File: src/rtl/assert_macros.svh
// Assertion helpers used by the top-level RTL file.
`ifndef ASSERT_MACROS_SVH
`define ASSERT_MACROS_SVH

// Property that must hold at every clock edge outside reset.
`define ASSERT_CLK(label, clk, rst_n, prop, msg) \
    label: assert property (@(posedge clk) disable iff (!rst_n) prop) else $error(msg);

// Condition that must never be seen outside reset.
`define ASSERT_NEVER(label, clk, rst_n, cond, msg) \
    label: assert property (@(posedge clk) disable iff (!rst_n) !(cond)) else $error(msg);

`endif

File: src/rtl/lav_pkg.sv
package lav_pkg;

    // default fraction width of the Q format
    localparam int FRAC_BITS_DEF = 16;

    // index of the last column of one matrix
    localparam logic [1:0] LAST_COL = 2'd3;

    typedef logic [2:0][31:0] t_vec3;
    typedef logic [2:0][63:0] t_vec3w;

    // payload riding along the upn x n product and its normalization
    typedef struct packed {
        logic  deg;
        t_vec3 n;
        t_vec3 pos;
    } t_side1;

    // payload riding along the n x u product
    typedef struct packed {
        logic  deg;
        t_vec3 u;
        t_vec3 n;
        t_vec3 pos;
    } t_side2;

    // finished view matrix
    typedef struct packed {
        logic  deg;
        t_vec3 u;
        t_vec3 v;
        t_vec3 n;
        t_vec3 t;
    } t_mat;

    function automatic logic [63:0] abs64(input logic [63:0] a);
        return a[63] ? (64'd0 - a) : a;
    endfunction

endpackage

File: src/rtl/lav_ser.sv
// Holds one matrix and sends it out a column per cycle.
module lav_ser #(
    parameter int FRAC_BITS = lav_pkg::FRAC_BITS_DEF
) (
    input  logic          i_clk,
    input  logic          i_rst_n,
    input  logic          i_valid,
    input  lav_pkg::t_mat i_mat,
    output logic          o_strobe,
    output logic [1:0]    o_column_index,
    output logic [31:0]   o_row0,
    output logic [31:0]   o_row1,
    output logic [31:0]   o_row2,
    output logic [31:0]   o_row3,
    output logic          o_last_column,
    output logic          o_degenerate
);

    localparam logic [31:0] ONE = 32'd1 << FRAC_BITS;

    logic          r_act;
    logic [1:0]    r_col;
    lav_pkg::t_mat r_mat;

    // column counter
    always_ff @(posedge i_clk) begin
        if (!i_rst_n) begin
            r_act <= 1'b0;
            r_col <= '0;
        end else if (i_valid) begin
            r_act <= 1'b1;
            r_col <= '0;
        end else if (r_act) begin
            r_col <= r_col + 2'd1;
            if (r_col == lav_pkg::LAST_COL) begin
                r_act <= 1'b0;
            end
        end
    end

    always_ff @(posedge i_clk) begin
        if (i_valid) begin
            r_mat <= i_mat;
        end
    end

    // column select
    always_comb begin
        if (r_col == lav_pkg::LAST_COL) begin
            o_row0 = r_mat.t[0];
            o_row1 = r_mat.t[1];
            o_row2 = r_mat.t[2];
            o_row3 = ONE;
        end else begin
            o_row0 = r_mat.u[r_col];
            o_row1 = r_mat.v[r_col];
            o_row2 = r_mat.n[r_col];
            o_row3 = '0;
        end
    end

    assign o_strobe       = r_act;
    assign o_column_index = r_col;
    assign o_last_column  = r_col == lav_pkg::LAST_COL;
    assign o_degenerate   = r_mat.deg;

endmodule
File: config.mk
export PLATFORM = sky130hd
export DESIGN_NAME = lav_ser
export DESIGN_NICKNAME = d
export VERILOG_FILES = /design/src/rtl/assert_macros.svh /design/src/rtl/lav_pkg.sv /design/src/rtl/lav_ser.sv
export SDC_FILE = /design/constraint.sdc
export NUM_CORES = 1
export LEC_CHECK = 0
export ABC_AREA = 1
export BUFFER_PORTS_ARGS = -buffer_cell sky130_fd_sc_hd__buf_2
export CAP_MARGIN = 0
export CORE_AREA = 2 2 200 202
export CTS_CLUSTER_DIAMETER = 50
export DETAILED_ROUTE_END_ITERATION = 10
export DIE_AREA = 0 0 202 204
export PLACE_DENSITY = 0.71
export SLEW_MARGIN = 15
export SYNTH_ARGS = -nofsm -noshare
export SYNTH_HDL_FRONTEND = slang
export SYNTH_SLANG_ARGS = --single-unit
File: constraint.sdc
create_clock -name i_clk -period 1.8 [get_ports i_clk]
set_input_delay 0.36 -clock i_clk [delete_from_list [all_inputs] [get_ports i_clk]]
set_output_delay 0.36 -clock i_clk [all_outputs]
set_load 0.02 [all_outputs]
==> results of run 1 <==
[layout make-up]
class                      count  area, um2
antenna                        4       10.0
clock buffer                  58       1190
clock inverter                21        265
fill                        2441      12800
inverter                     293       1120
multi-input combinational    712       3520
sequential                   388      11600
tap                          525        657
timing repair buffer         964       8020
[sequential cells by signal (all words and copies together) (netlist names)]
| name | count |
|---|---|
| o_column_index | 2 |
| o_degenerate | 1 |
| o_strobe | 1 |
| r_mat | 384 |
[cells by family after synthesis]
family,synth area share
AND/OR/NAND/NOR,0.148
buffers and inverters,0.110
flip-flops,0.711
AO/OA/AOI/OAI,0.0306
adder cells (fa/ha/maj),0.000765
other,0.000229
[cell usage in the layout, fill, tap and decap left out, types with 2 or more instances in the layout]
| cell type | instances |
|---|---|
| bufinv_16 | 6 |
| nand2_2 | 15 |
| inv_2 | 16 |
| buf_16 | 9 |
| buf_8 | 3 |
| nand3_1 | 190 |
| diode_2 | 4 |
| dfxtp_4 | 2 |
| nand2_1 | 275 |
| inv_8 | 2 |
| a21oi_4 | 3 |
| conb_1 | 31 |
| clkinv_1 | 4 |
| nor2_2 | 4 |
| buf_6 | 44 |
| nand2_4 | 2 |
| edfxtp_1 | 385 |
| buf_4 | 89 |
| clkbuf_1 | 11 |
| inv_1 | 274 |
| nor2_1 | 93 |
| clkinv_4 | 2 |
| a21oi_2 | 93 |
| buf_2 | 403 |
| dlygate4sd3_1 | 383 |
| clkinvlp_4 | 3 |
| buf_12 | 24 |
| clkbuf_8 | 2 |
| clkinv_2 | 7 |
| nand3_2 | 2 |
| clkbuf_16 | 53 |
[worst register-to-register path, stage by stage (launching register included)]
cell and delay (ns):
dfxtp_4 0.38, ha_4 0.19, inv_8 0.14, clkbuf_16 0.20
buf_4 0.14, nand2_1 0.05, a21boi_0 0.15
[power by group]
part | internal, mW | switching, mW | leakage, nW | total (mW)
Combinational | 1.77 | 1.92 | 7.55 | 3.69
Sequential | 10.7 | 0.264 | 3.79 | 11.0
Clock | 5.53 | 3.71 | 0.705 | 9.24
Total | 18.0 | 5.89 | 12.1 | 23.9
[repair_timing]
action	in CTS	in global routing
setup buffers	4	3
endpoints found under the hold margin	383	0
gates resized for setup	166	38
hold buffers	383	0
pin swaps	15	4
setup endpoints to repair	100	100
cloned	5	11
[routing by layer]
layer / share of wire / global-route usage / up-vias
li1: - / - / 6591
met1: 0.34 / 0.305 / 7092
met2: 0.51 / 0.496 / 1208
met3: 0.097 / 0.0639 / 274
met4: 0.059 / 0.175 / 2
met5: 0.00021 / 0 / -
[final timing paths]
| kind | endpoint | slack [ns] | depth (start not counted) |
|---|---|---|---|
| worst max-delay path | o_row2[17] | -0.61 | 7 |
| worst min-delay path | r_mat[48]$_DFFE_PP_ | 0.04 | 1 |
| worst max register to register | o_strobe$_SDFF_PN0_ | 0.49 | 6 |
| worst min register to register | o_column_index[0]$_SDFFE_PP0P_ | 0.53 | 2 |
[cells in the mapped netlist, drive strengths merged]
master	instances	area (um2)
clkbuf	19	71.3
nor2	97	364
ha	1	12.5
clkinv	1	5.00
a21boi	1	7.51
nand2	292	1100
inv	292	1100
a21oi	97	485
a211oi	1	7.51
edfxtp	385	11600
buf	87	616
nand3	192	961
dfxtp	3	60.1
conb	1	3.75
[metrics by stage]
step                      setup TNS, ns  power [mW]
after floorplan                       0        12.4
after global placement           -0.132        13.5
after detailed placement         -0.241        13.6
after CTS                        -47.73        23.5
after global routing             -55.34        24.6
final                            -47.38        23.9
==> metrics.yaml, run 1 <==
status: "finished with violations"
violations: "negative setup slack"
viasPerCell: 5.12
antenna_left: 0
numPortBuffers: 489
clk_latency_ns: 0.55
core_um2: 39200
die_x_um: 202
worstPathArrival_ns: 2.05
syn_area_per_cell_um2: 11.1
die-height_um: 204
routed_wl_um: 62600
ctsLongestPathBuffers: 3
drt-wirelength-per-cell_um: 21.1
drv_cap: 0
cts_buffers: 44
drc_errors: 0
post-dp-hpwl_um: 31200
final_layout_size_suffix_gt1_frac: 0.323
grt_max_degree: 67
final_area_um2: 26400
nets: 2792
grt_pass1_vias: 16000
cpPeakStageDelay_ns: 0.38
area_delta_synth_final_pct: 61.5
post-route-util: 0.674
period_needed_ns: 2.41
hold_viol: 0
ys_warn_count: 0
fin_crit_sh: 1.34
path_class: "reg -> out"
path_cells: "inv_8 -> buf_12 -> nand3_1 -> nand2_1 -> inv_1 -> a21oi_2 -> buf_4"
crit_fanout: 31
slowest_stage: "dfxtp_4"
gp_congestion: 0.942
p_leak_nw: 12.1
grt_setup_unrepaired: "yes"
hold_path_class: "in -> reg"
ir_worst_vdd_v: 0.00128
grt_antenna_before_repair: 5
clkSlewWorstSetupHoldPaths_ns: 0.06
dp.cells: 2476
grtUsageTotal: 0.280
io_pins: 521
critPathLaunchType: "flip-flop"
cts.sinks: 388
num_rows: 73
cts_tree: "yes"
final_cells: 2965
slew_viol_final: 0
fmax_mhz: 415
cts-htree-levels: 2
startpoint: "o_column_index[0]$_SDFFE_PP0P_"
setup_viol: 97
whs_ns: 0.0426
dpl_worst_slack_ns: -0.117
start_util: 0.417
fin_worst_skew_ns: 0.000216
yosysUniqueCellTypes: 18
grt_overflow: 0
die-area_um2: 41200
cp.required_ns: 1.44
r2r-start: "o_column_index[0]$_SDFFE_PP0P_"
root_buffer: "clkbuf_16"
grt_pass1_wl_um: 87900
p_per_area_nw_per_um2: 906
min_from: "i_mat[48]"
syn_area_um2: 16300
setup_ws_ns: -0.611
path_buf_inv: 4
ys_ff_latch: 388
postSynthCellCount: 1469
end_kind: "output port"
drt_pass1_iterations: 7
num_vias: 15167
yosysSeqAreaShare: 0.711
place_area_um2: 20100
drt_iter0_markers: 1490
path_delay_family: "buffers and inverters"
Power figures use the tool's default switching activity.
==> run 2: changes to the inputs <==
--- a/config.mk
+++ b/config.mk
@@ -17,3 +17,4 @@
 export SYNTH_ARGS = -nofsm -noshare
 export SYNTH_HDL_FRONTEND = slang
 export SYNTH_SLANG_ARGS = --single-unit
+export TNS_END_PERCENT = 30
==> run 2 against run 1 <==
  * The flow still finishes with violations (negative setup slack)
  * Setup slack improved by 0.0012 ns
  * Hold slack got worse by 0.0047 ns
  * Combinational power increased by 1%
  * First-iteration DRC count decreased by 2.3%
  * Clock-buffer cell count unchanged
  * Wire length decreased by 1.7%
  * Critical path type unchanged
  * Largest cell class unchanged
  * Largest power group unchanged
==> metrics.yaml, run 2 (synthesis gave the netlist of run 1 again) <==
status: "finished with violations"  # unchanged
violations: "negative setup slack"  # unchanged
start_util: 0.417  # unchanged
area_delta_synth_final_pct: 61.3  # was 61.5%
drt_iter0_markers: 1456  # was 1490
post-route-util: 0.673  # was 0.674
cp.required_ns: 1.44  # about the same
critPathLaunchType: "flip-flop"  # unchanged
grt_setup_unrepaired: "yes"  # unchanged
drv_cap: 0  # unchanged
final_layout_size_suffix_gt1_frac: 0.315  # was 0.323
fmax_mhz: 415  # about the same
met3_length_um: 5940  # was 6070 um
hold_path_class: "in -> reg"  # unchanged
cts_tree: "yes"  # unchanged
p_leak_nw: 12.0  # was 12.1 nW
root_buffer: "clkbuf_16"  # unchanged
end_kind: "output port"  # unchanged
gp_congestion: 0.942  # unchanged
drt_pass1_iterations: 5  # was 7
grtUsageTotal: 0.278  # was 0.280
slew_viol_final: 0  # unchanged
final_common_cell: "buf_2"  # unchanged
setup_ws_ns: -0.609  # was -0.611 ns
nets: 2786  # was 2792
cts.sinks: 388  # unchanged
grt_max_degree: 67  # unchanged
io_pins: 521  # unchanged
regArea_um2: 11600  # unchanged
grt_pass1_wl_um: 87200  # was 87900 um
setup_viol: 99  # was 97
fin_crit_sh: 1.34  # about the same
routed_wl_um: 61500  # was 62600 um
antenna_left: 0  # unchanged
drc_errors: 0  # unchanged
die-area_um2: 41200  # unchanged
final_cell_mix: "buf_2, edfxtp_1, dlygate4sd3_1, inv_1, nand2_1"  # was buf_2, edfxtp_1, dlygate4sd3_1, nand2_1, inv_1
numPortBuffers: 489  # unchanged
wl_met2_um: 31100  # was 31600 um
num_rows: 73  # unchanged
p_per_area_nw_per_um2: 909  # was 906 nW/um2
worstPathArrival_ns: 2.05  # about the same
grt_overflow: 0  # unchanged
die-height_um: 204  # unchanged
path_class: "reg -> out"  # unchanged
ctsLongestPathBuffers: 3  # unchanged
fin_worst_skew_ns: 0.0000852  # was 0.000216 ns
core_um2: 39200  # unchanged
period_needed_ns: 2.41  # about the same
cts-htree-levels: 2  # unchanged
post-dp-hpwl_um: 31200  # unchanged
num_vias: 15153  # was 15167
clk_latency_ns: 0.56  # was 0.55 ns
largest_reg_flops: 384  # unchanged
routed.top_layer: "met5"  # unchanged
drt-wirelength-per-cell_um: 20.8  # was 21.1 um
viasPerCell: 5.12  # about the same
die_x_um: 202  # unchanged
regMostFlops: "r_mat"  # unchanged
clkSlewWorstSetupHoldPaths_ns: 0.06  # about the same
timing.setup.tns_ns: -50.93  # was -47.38 ns
grt_antenna_before_repair: 4  # was 5
fillers: 2422  # was 2441
cts_buffers: 44  # unchanged
wl_met1_um: 20800  # was 21200 um
ir_worst_vdd_v: 0.000969  # was 0.00128 V
grt_pass1_vias: 15904  # was 16000
crit_fanout: 11  # was 31
multi_input_area_um2: 3500  # was 3520 um2
hold_viol: 0  # unchanged
==> run 2: cell count changes in the layout (fill, tap and decap cells not counted), moves of 2 or more <==
cell       change
inv_2          -9
buf_6         +14
clkbuf_16      -3
buf_12         -2
nand2_2        -4
nand2_4        -2
buf_2         -14
buf_16         -3
inv_1          +9
bufbuf_16      +2
nand2_1        +6
==> run 2: path summary, 6_finish.rpt <==
| path | start | endpoint | slack [ns] | cells past startpoint |
|---|---|---|---|---|
| max | o_column_index[0]$_SDFFE_PP0P_ | o_row1[21] | -0.61 | 8 |
| min | i_mat[48] | r_mat[48]$_DFFE_PP_ | 0.04 | 1 |
| max reg2reg | o_column_index[0]$_SDFFE_PP0P_ | o_strobe$_SDFF_PN0_ | 0.53 | 6 |
| min reg2reg | o_strobe$_SDFF_PN0_ | o_column_index[0]$_SDFFE_PP0P_ | 0.53 | 2 |
==> run 2: cell type report <==
class | count | share of cell area
repair inverters | 1 | 0.000427
repair buffers | 957 | 0.302
multi-input cells | 712 | 0.133
well taps | 525 | 0.0249
diodes | 3 | 0.000285
inverters | 293 | 0.0430
clock buffers | 58 | 0.0453
clock inverters | 21 | 0.0101
flip-flops and latches | 388 | 0.441
==> run 2: worst max-delay path: stages, from the launching register on <==
cell and delay, ns:
dfxtp_4 0.45, ha_4 0.19, inv_8 0.06, buf_16 0.16, buf_12 0.15, nand2_1 0.09
inv_1 0.06, a21oi_2 0.17, buf_6 0.14
==> run 2: stage by stage <==
stage	setup WS [ns]	hold WS, ns	power [mW]	std cells	instance area [um2]
floorplan	0.0377	0.459	12.4	1499	16800
global route	-0.657	0.00418	24.6	2958	26400
detailed placement	-0.117	0.511	13.6	2476	20100
finish	-0.609	0.0379	24.0	2958	26400
CTS	-0.569	0.0107	23.5	2945	25900
global placement	-0.122	0.485	13.5	2476	20100
==> run 2: repair_timing <==
action / CTS / global route
gates resized for setup: 132 / 79
hold buffers: 383 / 0
gates cloned: 5 / 7
setup endpoints to repair: 100 / 100
pin swaps: 1 / 8
endpoints found under the hold margin: 383 / 0
buffers inserted: 2 / 3
==> run 2: power by group <==
group | internal, mW | switching (mW) | total, mW
Clock | 5.53 | 3.69 | 9.22
Sequential | 10.7 | 0.265 | 11.0
Combinational | 1.82 | 1.93 | 3.74
==> run 2: per-layer routing <==
layer / vias to the layer above / GRT usage
li1: 6578 / -
met1: 7113 / 0.305
met2: 1198 / 0.496
met3: 262 / 0.0604
met4: 2 / 0.166
met5: - / 0
